[src/rtl/ccd_pkg.sv]
`default_nettype none
// ----------------------------------------------------------------------------
// ccd_pkg
// Shared types and constants for the CAN identifier census and dispatch block.
// ----------------------------------------------------------------------------
package ccd_pkg;

    localparam int CCD_SCAN_DEPTH   = 32;
    localparam int CCD_DEVICE_SLOTS = 4;

    localparam int ID_W     = 29;
    localparam int SID_W    = 11;
    localparam int IDX_W    = 5;
    localparam int MASK_W   = 4;
    localparam int CNT_W    = 32;
    localparam int SLOT_W   = 6;
    localparam int CFG_IDX_W = 3;
    localparam int CFG_DATA_W = 29;
    localparam int SLOTS_USED_W = 3;

    // configuration register indexes
    localparam logic [CFG_IDX_W-1:0] CFG_DEVICE_ID_0   = 3'd0;
    localparam logic [CFG_IDX_W-1:0] CFG_DEVICE_ID_1   = 3'd1;
    localparam logic [CFG_IDX_W-1:0] CFG_DEVICE_ID_2   = 3'd2;
    localparam logic [CFG_IDX_W-1:0] CFG_DEVICE_ID_3   = 3'd3;
    localparam logic [CFG_IDX_W-1:0] CFG_DEVICE_SLOTS_USED = 3'd4;

    typedef enum logic [1:0] {
        REQ_FRAME      = 2'd0,
        REQ_SCAN_START = 2'd1,
        REQ_SCAN_STOP  = 2'd2,
        REQ_READ       = 2'd3
    } t_req;

    // classified request handed from the front to the back
    typedef struct packed {
        t_req              req;
        logic [ID_W-1:0]   id;
        logic              ext;
        logic [IDX_W-1:0]  idx;
        logic [MASK_W-1:0] mask;
    } t_task;

    // one census entry as stored in memory
    typedef struct packed {
        logic [ID_W-1:0]  id;
        logic             ext;
        logic [CNT_W-1:0] count;
    } t_entry;

endpackage : ccd_pkg
`default_nettype wire

[src/rtl/ccd_ram.sv]
`default_nettype none
// ----------------------------------------------------------------------------
// ccd_ram
// Generic single write port, single read port RAM with registered read data.
// ----------------------------------------------------------------------------
module ccd_ram #(
    parameter int WIDTH = 8,
    parameter int DEPTH = 16,
    localparam int AW = (DEPTH > 1) ? $clog2(DEPTH) : 1
) (
    input  wire logic             i_clk,
    input  wire logic             i_we,
    input  wire logic [AW-1:0]    i_waddr,
    input  wire logic [WIDTH-1:0] i_wdata,
    input  wire logic             i_re,
    input  wire logic [AW-1:0]    i_raddr,
    output logic      [WIDTH-1:0] o_rdata
);

    logic [WIDTH-1:0] r_mem [DEPTH];

    always_ff @(posedge i_clk) begin
        if (i_we) begin
            r_mem[i_waddr] <= i_wdata;
        end
        if (i_re) begin
            o_rdata <= r_mem[i_raddr];
        end
    end

endmodule : ccd_ram
`default_nettype wire

[src/rtl/ccd_queue.sv]
`default_nettype none
// ----------------------------------------------------------------------------
// ccd_queue
// Two-entry queue of classified requests between the front and the back.
// ----------------------------------------------------------------------------
module ccd_queue
    import ccd_pkg::*;
(
    input  wire logic  i_clk,
    input  wire logic  i_rst_n,
    input  wire logic  i_push,
    input  wire t_task i_task,
    input  wire logic  i_pop,
    output logic       o_full,
    output logic       o_empty,
    output t_task      o_head
);

    t_task      r_mem [2];
    logic       r_wr_ptr;
    logic       r_rd_ptr;
    logic [1:0] r_count;

    assign o_full  = (r_count == 2'd2);
    assign o_empty = (r_count == 2'd0);
    assign o_head  = r_mem[r_rd_ptr];

    always_ff @(posedge i_clk) begin
        if (i_push) begin
            r_mem[r_wr_ptr] <= i_task;
        end
        if (!i_rst_n) begin
            r_wr_ptr <= 1'b0;
            r_rd_ptr <= 1'b0;
            r_count  <= 2'd0;
        end else begin
            if (i_push) begin
                r_wr_ptr <= ~r_wr_ptr;
            end
            if (i_pop) begin
                r_rd_ptr <= ~r_rd_ptr;
            end
            case ({i_push, i_pop})
                2'b10:   r_count <= r_count + 2'd1;
                2'b01:   r_count <= r_count - 2'd1;
                default: r_count <= r_count;
            endcase
        end
    end

endmodule : ccd_queue
`default_nettype wire

[src/rtl/ccd_front.sv]
`default_nettype none
// ----------------------------------------------------------------------------
// ccd_front
// Holds the dispatch slot registers, accepts requests, normalizes the frame
// identifier and computes the slot match mask.
// ----------------------------------------------------------------------------
module ccd_front
    import ccd_pkg::*;
#(
    parameter int DEVICE_SLOTS = CCD_DEVICE_SLOTS
) (
    input  wire logic                  i_clk,
    input  wire logic                  i_rst_n,
    input  wire logic                  i_cfg_we,
    input  wire logic [CFG_IDX_W-1:0]  i_cfg_idx,
    input  wire logic [CFG_DATA_W-1:0] i_cfg_data,
    input  wire logic                  i_in_valid,
    output logic                       o_in_stall,
    input  wire logic [1:0]            i_req_type,
    input  wire logic [ID_W-1:0]       i_frame_id,
    input  wire logic                  i_frame_ext,
    input  wire logic [IDX_W-1:0]      i_entry_index,
    input  wire logic                  i_q_full,
    output logic                       o_push,
    output t_task                      o_task
);

    localparam int SLOT_LIM = (DEVICE_SLOTS < MASK_W) ? DEVICE_SLOTS : MASK_W;

    logic [ID_W-1:0]         r_dev_id [MASK_W];
    logic [SLOTS_USED_W-1:0] r_slots_used;

    logic [ID_W-1:0]         id_norm;
    logic [SLOTS_USED_W-1:0] used;
    logic [MASK_W-1:0]       mask;

    always_ff @(posedge i_clk) begin
        if (!i_rst_n) begin
            for (int i = 0; i < MASK_W; i++) begin
                r_dev_id[i] <= '0;
            end
            r_slots_used <= '0;
        end else if (i_cfg_we) begin
            case (i_cfg_idx)
                CFG_DEVICE_ID_0:       r_dev_id[0] <= i_cfg_data[ID_W-1:0];
                CFG_DEVICE_ID_1:       r_dev_id[1] <= i_cfg_data[ID_W-1:0];
                CFG_DEVICE_ID_2:       r_dev_id[2] <= i_cfg_data[ID_W-1:0];
                CFG_DEVICE_ID_3:       r_dev_id[3] <= i_cfg_data[ID_W-1:0];
                CFG_DEVICE_SLOTS_USED: r_slots_used <= i_cfg_data[SLOTS_USED_W-1:0];
                default: ;
            endcase
        end
    end

    // standard frames carry only an 11-bit identifier
    assign id_norm = i_frame_ext ? i_frame_id : {{(ID_W-SID_W){1'b0}}, i_frame_id[SID_W-1:0]};

    assign used = (r_slots_used > SLOTS_USED_W'(SLOT_LIM)) ?
                  SLOTS_USED_W'(SLOT_LIM) : r_slots_used;

    always_comb begin
        for (int i = 0; i < MASK_W; i++) begin
            mask[i] = (SLOTS_USED_W'(i) < used) && (r_dev_id[i] == id_norm);
        end
    end

    assign o_in_stall = i_q_full;
    assign o_push     = i_in_valid && !i_q_full;

    always_comb begin
        o_task.req  = t_req'(i_req_type);
        o_task.id   = id_norm;
        o_task.ext  = i_frame_ext;
        o_task.idx  = i_entry_index;
        o_task.mask = mask;
    end

endmodule : ccd_front
`default_nettype wire

[src/rtl/ccd_back.sv]
`default_nettype none
// ----------------------------------------------------------------------------
// ccd_back
// Carries out classified requests: frame counters, the census walk over the
// table memory, scan control and entry reads, and holds the result register.
// ----------------------------------------------------------------------------
module ccd_back
    import ccd_pkg::*;
#(
    parameter int SCAN_DEPTH = CCD_SCAN_DEPTH
) (
    input  wire logic               i_clk,
    input  wire logic               i_rst_n,
    input  wire logic               i_q_empty,
    input  wire t_task              i_q_head,
    output logic                    o_q_pop,
    output logic                    o_out_valid,
    input  wire logic               i_out_stall,
    output logic [MASK_W-1:0]       o_match_mask,
    output logic [CNT_W-1:0]        o_total_frames,
    output logic [CNT_W-1:0]        o_dispatched_frames,
    output logic [SLOT_W-1:0]       o_census_slot,
    output logic [CNT_W-1:0]        o_census_hits,
    output logic [SLOT_W-1:0]       o_census_used,
    output logic                    o_scan_running,
    output logic                    o_read_valid,
    output logic [ID_W-1:0]         o_read_id,
    output logic                    o_read_ext,
    output logic [CNT_W-1:0]        o_read_count
);

    localparam int AW   = (SCAN_DEPTH > 1) ? $clog2(SCAN_DEPTH) : 1;
    localparam int FW   = $clog2(SCAN_DEPTH + 1);
    localparam int CMPW = (FW > IDX_W) ? FW : IDX_W;
    localparam int EW   = $bits(t_entry);

    typedef enum logic [1:0] {
        S_IDLE,
        S_WALK,
        S_READ
    } t_state;

    t_state           r_state, n_state;
    logic [FW-1:0]    r_fill, n_fill;
    logic             r_scan, n_scan;
    logic [CNT_W-1:0] r_frame_total, n_frame_total;
    logic [CNT_W-1:0] r_disp_total, n_disp_total;
    logic [FW-1:0]    r_issue, n_issue;
    logic [AW-1:0]    r_cmp_idx, n_cmp_idx;
    logic             r_cmp_vld, n_cmp_vld;
    t_task            r_task, n_task;

    logic              r_out_valid, n_out_valid;
    logic [MASK_W-1:0] r_mask, n_mask;
    logic [FW-1:0]     r_slot, n_slot;
    logic [CNT_W-1:0]  r_hits, n_hits;
    logic              r_rvalid, n_rvalid;
    t_entry            r_rentry, n_rentry;

    logic          ram_we;
    logic [AW-1:0] ram_waddr;
    t_entry        ram_wdata;
    logic          ram_re;
    logic [AW-1:0] ram_raddr;
    logic [EW-1:0] ram_rdata;
    t_entry        rd_entry;

    logic          out_free;
    logic          hit;
    logic [CMPW-1:0] idx_ext;
    logic [CMPW-1:0] fill_ext;

    ccd_ram #(
        .WIDTH (EW),
        .DEPTH (SCAN_DEPTH)
    ) u_census_ram (
        .i_clk   (i_clk),
        .i_we    (ram_we),
        .i_waddr (ram_waddr),
        .i_wdata (ram_wdata),
        .i_re    (ram_re),
        .i_raddr (ram_raddr),
        .o_rdata (ram_rdata)
    );

    assign rd_entry = t_entry'(ram_rdata);
    assign out_free = !r_out_valid || !i_out_stall;
    assign hit      = r_cmp_vld && (rd_entry.id == r_task.id) && (rd_entry.ext == r_task.ext);
    assign idx_ext  = CMPW'(i_q_head.idx);
    assign fill_ext = CMPW'(r_fill);

    always_comb begin
        n_state       = r_state;
        n_fill        = r_fill;
        n_scan        = r_scan;
        n_frame_total = r_frame_total;
        n_disp_total  = r_disp_total;
        n_issue       = r_issue;
        n_cmp_idx     = r_cmp_idx;
        n_cmp_vld     = r_cmp_vld;
        n_task        = r_task;
        n_out_valid   = r_out_valid && i_out_stall;
        n_mask        = r_mask;
        n_slot        = r_slot;
        n_hits        = r_hits;
        n_rvalid      = r_rvalid;
        n_rentry      = r_rentry;
        o_q_pop       = 1'b0;
        ram_we        = 1'b0;
        ram_waddr     = r_cmp_idx;
        ram_wdata     = rd_entry;
        ram_re        = 1'b0;
        ram_raddr     = r_issue[AW-1:0];

        case (r_state)
            S_IDLE: begin
                if (!i_q_empty && out_free) begin
                    o_q_pop  = 1'b1;
                    n_task   = i_q_head;
                    // defaults of a finished result, overridden below
                    n_mask   = '0;
                    n_slot   = FW'(SCAN_DEPTH);
                    n_hits   = '0;
                    n_rvalid = 1'b0;
                    n_rentry = '0;
                    case (i_q_head.req)
                        REQ_FRAME: begin
                            n_frame_total = r_frame_total + 1'b1;
                            if (i_q_head.mask != '0) begin
                                n_disp_total = r_disp_total + 1'b1;
                            end
                            n_mask = i_q_head.mask;
                            if (r_scan) begin
                                n_state   = S_WALK;
                                n_issue   = '0;
                                n_cmp_vld = 1'b0;
                            end else begin
                                n_out_valid = 1'b1;
                            end
                        end
                        REQ_SCAN_START: begin
                            n_fill      = '0;
                            n_scan      = 1'b1;
                            n_out_valid = 1'b1;
                        end
                        REQ_SCAN_STOP: begin
                            n_scan      = 1'b0;
                            n_out_valid = 1'b1;
                        end
                        REQ_READ: begin
                            if (idx_ext < fill_ext) begin
                                ram_re    = 1'b1;
                                ram_raddr = idx_ext[AW-1:0];
                                n_state   = S_READ;
                            end else begin
                                n_out_valid = 1'b1;
                            end
                        end
                        default: ;
                    endcase
                end
            end

            S_WALK: begin
                if (hit) begin
                    ram_we          = 1'b1;
                    ram_waddr       = r_cmp_idx;
                    ram_wdata.id    = rd_entry.id;
                    ram_wdata.ext   = rd_entry.ext;
                    ram_wdata.count = rd_entry.count + 1'b1;
                    n_slot          = FW'(r_cmp_idx);
                    n_hits          = rd_entry.count + 1'b1;
                    n_out_valid     = 1'b1;
                    n_state         = S_IDLE;
                end else if (r_issue < r_fill) begin
                    // one entry read per cycle, compared the cycle after
                    ram_re    = 1'b1;
                    ram_raddr = r_issue[AW-1:0];
                    n_cmp_idx = r_issue[AW-1:0];
                    n_cmp_vld = 1'b1;
                    n_issue   = r_issue + 1'b1;
                end else begin
                    // pair not present: append unless the table is full
                    if (r_fill < FW'(SCAN_DEPTH)) begin
                        ram_we          = 1'b1;
                        ram_waddr       = r_fill[AW-1:0];
                        ram_wdata.id    = r_task.id;
                        ram_wdata.ext   = r_task.ext;
                        ram_wdata.count = CNT_W'(1);
                        n_slot          = r_fill;
                        n_hits          = CNT_W'(1);
                        n_fill          = r_fill + 1'b1;
                    end
                    n_out_valid = 1'b1;
                    n_state     = S_IDLE;
                end
            end

            S_READ: begin
                n_rvalid    = 1'b1;
                n_rentry    = rd_entry;
                n_out_valid = 1'b1;
                n_state     = S_IDLE;
            end

            default: begin
                n_state = S_IDLE;
            end
        endcase
    end

    always_ff @(posedge i_clk) begin
        r_issue   <= n_issue;
        r_cmp_idx <= n_cmp_idx;
        r_task    <= n_task;
        r_mask    <= n_mask;
        r_slot    <= n_slot;
        r_hits    <= n_hits;
        r_rvalid  <= n_rvalid;
        r_rentry  <= n_rentry;
        if (!i_rst_n) begin
            r_state       <= S_IDLE;
            r_fill        <= '0;
            r_scan        <= 1'b0;
            r_frame_total <= '0;
            r_disp_total  <= '0;
            r_cmp_vld     <= 1'b0;
            r_out_valid   <= 1'b0;
        end else begin
            r_state       <= n_state;
            r_fill        <= n_fill;
            r_scan        <= n_scan;
            r_frame_total <= n_frame_total;
            r_disp_total  <= n_disp_total;
            r_cmp_vld     <= n_cmp_vld;
            r_out_valid   <= n_out_valid;
        end
    end

    // status fields follow the live registers, which only change once this
    // result has been handed over
    assign o_out_valid         = r_out_valid;
    assign o_match_mask        = r_mask;
    assign o_total_frames      = r_frame_total;
    assign o_dispatched_frames = r_disp_total;
    assign o_census_slot       = SLOT_W'(r_slot);
    assign o_census_hits       = r_hits;
    assign o_census_used       = SLOT_W'(r_fill);
    assign o_scan_running      = r_scan;
    assign o_read_valid        = r_rvalid;
    assign o_read_id           = r_rentry.id;
    assign o_read_ext          = r_rentry.ext;
    assign o_read_count        = r_rentry.count;

endmodule : ccd_back
`default_nettype wire

[src/rtl/can_id_census_and_dispatch.sv]
`default_nettype none
// ----------------------------------------------------------------------------
// can_id_census_and_dispatch
// CAN frame identity census and device dispatch: counts frames, matches
// identifiers against the dispatch slots and keeps a census of distinct ids.
//
//   channel   signals                              direction   transfer when
//   request   i_in_valid / o_in_stall + fields     in          valid && !stall
//   result    o_out_valid / i_out_stall + fields   out         valid && !stall
//   config    i_cfg_we / i_cfg_idx / i_cfg_data    in          i_cfg_we
//
// While scanning, the back end walks the census table for each frame, reading
// one census entry per cycle from the table memory and stopping early on a
// hit. Results are held in a result register; a two-entry queue lets the
// front keep taking requests while the back works or the result is stalled,
// until the queue is full.
// Reset is synchronous; no clearing pass runs, the table is tracked by fill.
// ----------------------------------------------------------------------------
module can_id_census_and_dispatch
    import ccd_pkg::*;
#(
    parameter int SCAN_DEPTH   = CCD_SCAN_DEPTH,
    parameter int DEVICE_SLOTS = CCD_DEVICE_SLOTS
) (
    input  wire logic                  i_clk,
    input  wire logic                  i_rst_n,
    input  wire logic                  i_cfg_we,
    input  wire logic [CFG_IDX_W-1:0]  i_cfg_idx,
    input  wire logic [CFG_DATA_W-1:0] i_cfg_data,
    input  wire logic                  i_in_valid,
    output logic                       o_in_stall,
    input  wire logic [1:0]            i_req_type,
    input  wire logic [ID_W-1:0]       i_frame_id,
    input  wire logic                  i_frame_ext,
    input  wire logic [IDX_W-1:0]      i_entry_index,
    output logic                       o_out_valid,
    input  wire logic                  i_out_stall,
    output logic [MASK_W-1:0]          o_match_mask,
    output logic [CNT_W-1:0]           o_total_frames,
    output logic [CNT_W-1:0]           o_dispatched_frames,
    output logic [SLOT_W-1:0]          o_census_slot,
    output logic [CNT_W-1:0]           o_census_hits,
    output logic [SLOT_W-1:0]          o_census_used,
    output logic                       o_scan_running,
    output logic                       o_read_valid,
    output logic [ID_W-1:0]            o_read_id,
    output logic                       o_read_ext,
    output logic [CNT_W-1:0]           o_read_count
);

    logic  q_push;
    logic  q_pop;
    logic  q_full;
    logic  q_empty;
    t_task q_in;
    t_task q_head;

    ccd_front #(
        .DEVICE_SLOTS (DEVICE_SLOTS)
    ) u_front (
        .i_clk         (i_clk),
        .i_rst_n       (i_rst_n),
        .i_cfg_we      (i_cfg_we),
        .i_cfg_idx     (i_cfg_idx),
        .i_cfg_data    (i_cfg_data),
        .i_in_valid    (i_in_valid),
        .o_in_stall    (o_in_stall),
        .i_req_type    (i_req_type),
        .i_frame_id    (i_frame_id),
        .i_frame_ext   (i_frame_ext),
        .i_entry_index (i_entry_index),
        .i_q_full      (q_full),
        .o_push        (q_push),
        .o_task        (q_in)
    );

    ccd_queue u_queue (
        .i_clk   (i_clk),
        .i_rst_n (i_rst_n),
        .i_push  (q_push),
        .i_task  (q_in),
        .i_pop   (q_pop),
        .o_full  (q_full),
        .o_empty (q_empty),
        .o_head  (q_head)
    );

    ccd_back #(
        .SCAN_DEPTH (SCAN_DEPTH)
    ) u_back (
        .i_clk               (i_clk),
        .i_rst_n             (i_rst_n),
        .i_q_empty           (q_empty),
        .i_q_head            (q_head),
        .o_q_pop             (q_pop),
        .o_out_valid         (o_out_valid),
        .i_out_stall         (i_out_stall),
        .o_match_mask        (o_match_mask),
        .o_total_frames      (o_total_frames),
        .o_dispatched_frames (o_dispatched_frames),
        .o_census_slot       (o_census_slot),
        .o_census_hits       (o_census_hits),
        .o_census_used       (o_census_used),
        .o_scan_running      (o_scan_running),
        .o_read_valid        (o_read_valid),
        .o_read_id           (o_read_id),
        .o_read_ext          (o_read_ext),
        .o_read_count        (o_read_count)
    );

endmodule : can_id_census_and_dispatch
`default_nettype wire
[config.mk]
export PLATFORM = sky130hd
export DESIGN_NAME = can_id_census_and_dispatch
export DESIGN_NICKNAME = d
export VERILOG_FILES = /design/src/rtl/ccd_pkg.sv /design/src/rtl/ccd_ram.sv /design/src/rtl/ccd_queue.sv /design/src/rtl/ccd_front.sv /design/src/rtl/ccd_back.sv /design/src/rtl/can_id_census_and_dispatch.sv
export SDC_FILE = /design/constraint.sdc
export NUM_CORES = 2
export LEC_CHECK = 0
export BUFFER_PORTS_ARGS = -buffer_cell sky130_fd_sc_hd__clkbuf_2
export CAP_MARGIN = 20
export CORE_ASPECT_RATIO = 1.75
export CORE_MARGIN = 5
export CORE_UTILIZATION = 62
export CTS_BUF_LIST = sky130_fd_sc_hd__clkbuf_4
export CTS_CLUSTER_SIZE = 30
export DETAILED_ROUTE_END_ITERATION = 10
export HOLD_SLACK_MARGIN = 0.03
export PLACE_DENSITY = 0.78
export SLEW_MARGIN = 20
export SYNTH_ARGS = -nofsm -noshare
export SYNTH_HDL_FRONTEND = slang
export SYNTH_SLANG_ARGS = --single-unit
[constraint.sdc]
create_clock -name i_clk -period 11.9 [get_ports i_clk]
set_input_delay 1.19 -clock i_clk [delete_from_list [all_inputs] [get_ports i_clk]]
set_output_delay 1.19 -clock i_clk [all_outputs]
set_load 0.05 [all_outputs]
# Word-level counts from Yosys, hierarchy flattened
# Memory sizes are Yosys's and may differ from the RTL's. A register that Yosys moved wholly into a read port is not among the register bits.
# Index checks and enable logic that the tools add are counted.
# Widths: inputs -> output; s select.
# word_totals
reg_bits	228
latch_bits	0
ramBits	2182
rom_bits	0
input_bits	74
out_inout_bits	178
word_cells	214
mem_count	3
# mem_list
memory	words	word_bits	rd	rd_ports_with_merged_regs	write_ports	line_no	source
u_back.u_census_ram.r_mem	32	62	1	1	1	ccd_ram.sv:20	logic [WIDTH-1:0] r_mem [DEPTH];
u_front.r_dev_id	4	29	4	0	4	ccd_front.sv:30	logic [ID_W-1:0] r_dev_id [MASK_W];
u_queue.r_mem	2	41	1	1	1	ccd_queue.sv:19	t_task r_mem [2];
# classes
addsub	7
mul	0
div	0
order_cmp	8
n_eq_ne	31
n_shift	0
muxes	101
n_bitwise	7
n_reduce_logical	35
# op_table
op	count
$mux 62	5
$eq 29x29->1	5
$mux 29	5
$mux 32	4
$pmux 62 s2	1
$add 32x1->32 const B	3
$mux 6	14
$pmux 32 s2	1
$mux 1	45
$mux 5	8
$pmux 6 s2	3
$add 6x1->6 const B	2
$pmux 2 s2	3
$reduce_and 6->1	2
$eq 2x2->1 const B	5
$mux 2	5
$logic_and 1x1->1	9
$ne 3x2->1 const B	3
$reduce_and 3->1	3
$ne 2x1->1 const B	4
$ne 2x2->1 const B	4
$pmux 1 s2	4
$reduce_and 4->1	2
$reduce_bool 2->1	4
other kinds (27)	45

# Longest topological paths before layout
# logic_depth
depth_word	7
depth_mapped	16
depth_no_buf	10

# Hierarchy
# A second synthesis with hierarchy kept.
# hier_totals
cells_unflattened	6091
area_unflattened_um2	99575.5
# modules_own_cells
module	instances	cells_per_inst	area_each_um2
ccd_ram	1	4332	78667.9
ccd_back	1	978	10918.0
ccd_front	1	631	6825.3
ccd_queue	1	150	3164.3

# Worst setup path after synthesis
# Ideal clock, no wire load.
# synth_path
path_type	register to register
startpoint	reg u_back.r_fill[4] (netlist: u_back.o_census_used[4])
endpoint	mem u_back.u_census_ram.r_mem[23][0] (netlist bit), enable pin
setup_ns	0.635
arrival_time_ns	8.329
t_required_ns	11.265
setup_slack_ns	2.936
stages_incl_launch_ff	10
period_less_slack_ns	8.964
cell_sequence	dfxtp_1 inv_1 ha_1 or2_2 a21oi_1 o21ai_0 nand2_1 buf_2 mux2_1 nor4_1
# synth_via
elab_chain_len	7
# synth_lines
element	line_no	source
from (decl)	ccd_back.sv:44	logic [FW-1:0] r_fill, n_fill;
from (signal assigned)	ccd_back.sv:231	r_fill <= n_fill;
$lt 6x6->1	ccd_back.sv:184	if (r_fill < FW'(SCAN_DEPTH)) begin
$mux 1	ccd_back.sv:184	
$mux 1	ccd_back.sv:175	end else if (r_issue < r_fill) begin
$mux 1	ccd_back.sv:165	if (hit) begin
$mux 1	ccd_back.sv:115	case (r_state)
$mux 1	ccd_ram.sv:23	if (i_we) begin
$mux 1 (not written as such)	ccd_ram.sv:24	r_mem[i_waddr] <= i_wdata;
to (decl)	ccd_ram.sv:20	
# Several ways; a longest one is shown, not always the timed one.

==> flow_metrics.env <==
export IMPL_grt_usage=0.335
export IMPL_vias=66000
export IMPL_core_area_um2=160000
export IMPL_synthFlopType="edfxtp_1"
export IMPL_async_flop_share=0
export IMPL_dieArea_um2=169000
export IMPL_fillers=10300
export IMPL_peakVddDrop_v=0.000116
export IMPL_start_kind="flop"
export IMPL_rrSetupSlack_ns=4.60
export IMPL_h_tree_depth=6
export IMPL_clock_path_buffers=4
export IMPL_avgSynthCellArea_um2=15.2
export IMPL_chipWidth_um=313
export IMPL_port_buffers=251
export IMPL_r2r_end="u_back.u_census_ram.o_rdata[27]"
export IMPL_synth_top_area_frac=0.720
export IMPL_syn_area_um2=99600
export IMPL_synthCells=6562
export IMPL_synth_cell_types=60
export IMPL_routabilityCongestion=0.876
export IMPL_drive_gt1_frac=0.188
export IMPL_antenna_found_initial=10
export IMPL_worst_pin_slew_ns=1.23
export IMPL_ys_ff_latch=2473
export IMPL_cts_made_buffers=542
export IMPL_crit_path_end_kind="flop"
export IMPL_synth_top_family_by_area="simple AND/OR/NAND/NOR gates"
export IMPL_min_period_over_period=0.614
export IMPL_clk_pin_slew_worst_paths_ns=0.07
export IMPL_root_buffer="clkbuf_4"
export IMPL_grt_overflow=0
export IMPL_fmax_ghz=0.137
export IMPL_drt_first_pass_iters=6
export IMPL_post_cts_buffers=0
export IMPL_hold_violations=0
export IMPL_crit_required_ns=12.94
export IMPL_yosysWarnings=0
export IMPL_num_nets_final=7105
export IMPL_synth_mux_area_frac=0.0124
export IMPL_criticalPathCategory="flop to flop"
export IMPL_synth_xor_area_frac=0.0200
export IMPL_initial_core_util=0.624
export IMPL_io_pins=252
export IMPL_ff_latch_area_um2=73400
export IMPL_core_rowCount=194
export IMPL_ff2ff_path_depth=15
export IMPL_min_path_type="input port to flop"
export IMPL_syn_nets=6656
export IMPL_outcome="completed"
export IMPL_final_common_cell="edfxtp_1"
export IMPL_setup_violations=0
export IMPL_cp_arrival_ns=8.34
export IMPL_postCtsHoldBufs=0
export IMPL_holdPathStages=1
export IMPL_drcViolationCount=0
export IMPL_clock_skew_ns=0.124
export IMPL_routedWlPerCell_um=30.9
export IMPL_clock_latency_ns=1.25
export IMPL_rsz0062_at_grt="false"
export IMPL_p_leak_uw=0.0372
export IMPL_clock_sinks=2473
export IMPL_hpwlAfterDp_mm=155
export IMPL_postLayoutCoreUtil=0.690
export IMPL_synth_compound_area_share=0.0925
export IMPL_final_cell_mix="edfxtp_1 (2,390), and3_1 (823), a211oi_1 (808)"
export IMPL_grt_max_degree=214
export IMPL_drtIter0Drc=9621
export IMPL_fin_setup_tns_ns=0
export IMPL_syn2layout_area_growth_pct=10.5
export IMPL_p_per_area_nw_per_um2=183
export IMPL_holdPathEnd="u_queue.r_mem[1][39]"
export IMPL_synthTopCellsByArea="edfxtp_1 (72%), a211oi_1 (6.1%), and3_1 (5.2%), nor4_1 (1.7%), dfxtp_1 (1.7%)"
export IMPL_die_h_um=540
export IMPL_max_slew_margin=0.183
export IMPL_yosys_area_share_simple=0.113
export IMPL_cts_resized=0
export IMPL_cap_violations=0
export IMPL_synth_edff_count=2390
export IMPL_ys_seq_area_frac=0.737
export IMPL_synth_top_area_cell="edfxtp_1"
export IMPL_ant_nets=0
export IMPL_wl_mm=292
export IMPL_grt_pass1_wl_mm=419
export IMPL_hold_start="i_req_type[0]"
export IMPL_via_per_inst=6.99
export IMPL_cts_tree="yes"
export IMPL_grt_pass1_vias=65800
export IMPL_path_max_fanout=172
export IMPL_synthAdderAreaFrac=0.00251
export IMPL_maxSlewViolCount=0
export IMPL_fin_crit_ns=7.30
export IMPL_multiInputGateArea_um2=24500
area by class of cell:
type | instances | share of cell area
diodes | 8 | 0.000182
clock inverters | 182 | 0.0122
clock buffers | 737 | 0.0502
repair buffers | 419 | 0.0236
flip-flops and latches | 2473 | 0.667
well taps | 2058 | 0.0234
inverters | 39 | 0.00133
multi-input cells | 3536 | 0.222
power breakdown:
| group | leakage, uW | internal, uW | switching (uW) | total [uW] |
|---|---|---|---|---|
| clock | 0.00403 | 3330 | 3230 | 6560 |
| combinational | 0.0108 | 673 | 2320 | 3000 |
| sequential | 0.0224 | 10300 | 250 | 10600 |
critical path: stages, from the launching register on:
cell and delay (ns):
dfxtp_2 0.37, mux2i_1 0.65, clkinv_1 0.46, ha_1 0.42, and3_1 0.20, o311ai_4 0.19, o211ai_1 0.19, buf_4 0.63
buf_4 0.72, buf_12 0.55, buf_4 0.72, buf_4 0.71, and3_1 0.25, a211oi_1 0.05, nor4_1 0.46, and4_1 0.26
cell families after synthesis:
family,after synthesis
DFF,2473
and+or+nand+nor,1930
AOI/OAI and AO/OA,1253
buffers and inverters,553
xor gates and xnor gates,228
muxes,105
adders and majority gates,20
state kept, by name, indices dropped and copies added, names as in the netlist, 3 cells and up, named ones only:
register and count:
u_back.r_issue 6, u_back.o_census_hits 32, u_back.o_read_count 32, u_back.o_census_used 6
u_back.r_task 30, u_back.o_read_id 29, u_queue.r_mem 82, u_front.r_dev_id 116
u_back.o_match_mask 4, u_back.r_cmp_idx 5, u_front.r_slots_used 3, u_back.o_dispatched_frames 32
u_back.u_census_ram.o_rdata 62, u_back.u_census_ram.r_mem 1984, u_back.o_total_frames 32, u_back.o_census_slot 6
worst max path at each step:
stage / startpoint / to / slack [ns]
after floorplan: u_back.o_census_used[4] / u_back.u_census_ram.r_mem[23][0] / 2.94
after global placement: flop / u_back.u_census_ram.o_rdata[27] / 5.11
after detailed placement: flop / u_back.u_census_ram.o_rdata[27] / 4.85
after CTS: flop / u_back.u_census_ram.o_rdata[27] / 4.84
after global routing: flop / u_back.u_census_ram.o_rdata[27] / 4.32
final: flop / u_back.u_census_ram.o_rdata[27] / 4.60
cell usage after synthesis, types with 19 or more instances:
cell type	instances
a32o_1	62
a21o_1	19
inv_1	36
mux2_2	64
xnor2_1	153
buf_2	98
dfxtp_1	83
nand3_1	108
a311oi_1	63
nor2_1	142
nand4_1	40
ha_1	20
a32oi_1	62
nand2_1	206
o21ai_0	174
or3_1	21
and3_1	825
xor2_1	75
edfxtp_1	2390
and4_1	74
mux2i_1	25
clkbuf_1	397
a211oi_1	808
a21oi_1	40
nor4_1	270
and2_1	190
stage by stage:
stage	power [uW]	hold WS, ns	instances	instance area, um^2	setup slack (ns)
floorplan	12700	0.452	6562	99600	2.94
global placement	13600	0.468	8523	103000	5.11
detailed placement	13700	0.485	8524	103000	4.85
CTS	20200	0.126	9443	110000	4.84
global route	20800	0.181	9449	110000	4.32
finish	20100	0.243	9452	110000	4.60
metal layers:
| metal | up-vias | track usage | wire [um] |
|---|---|---|---|
| met3 | 1298 | 0.0736 | 35600 |
| met5 | - | 0 | 43 |
| met4 | 6 | 0.234 | 23800 |
| li1 | 27500 | - | - |
| met1 | 31900 | 0.390 | 90700 |
| met2 | 5294 | 0.557 | 142000 |
Note: power is estimated with default switching activity, not from simulation.
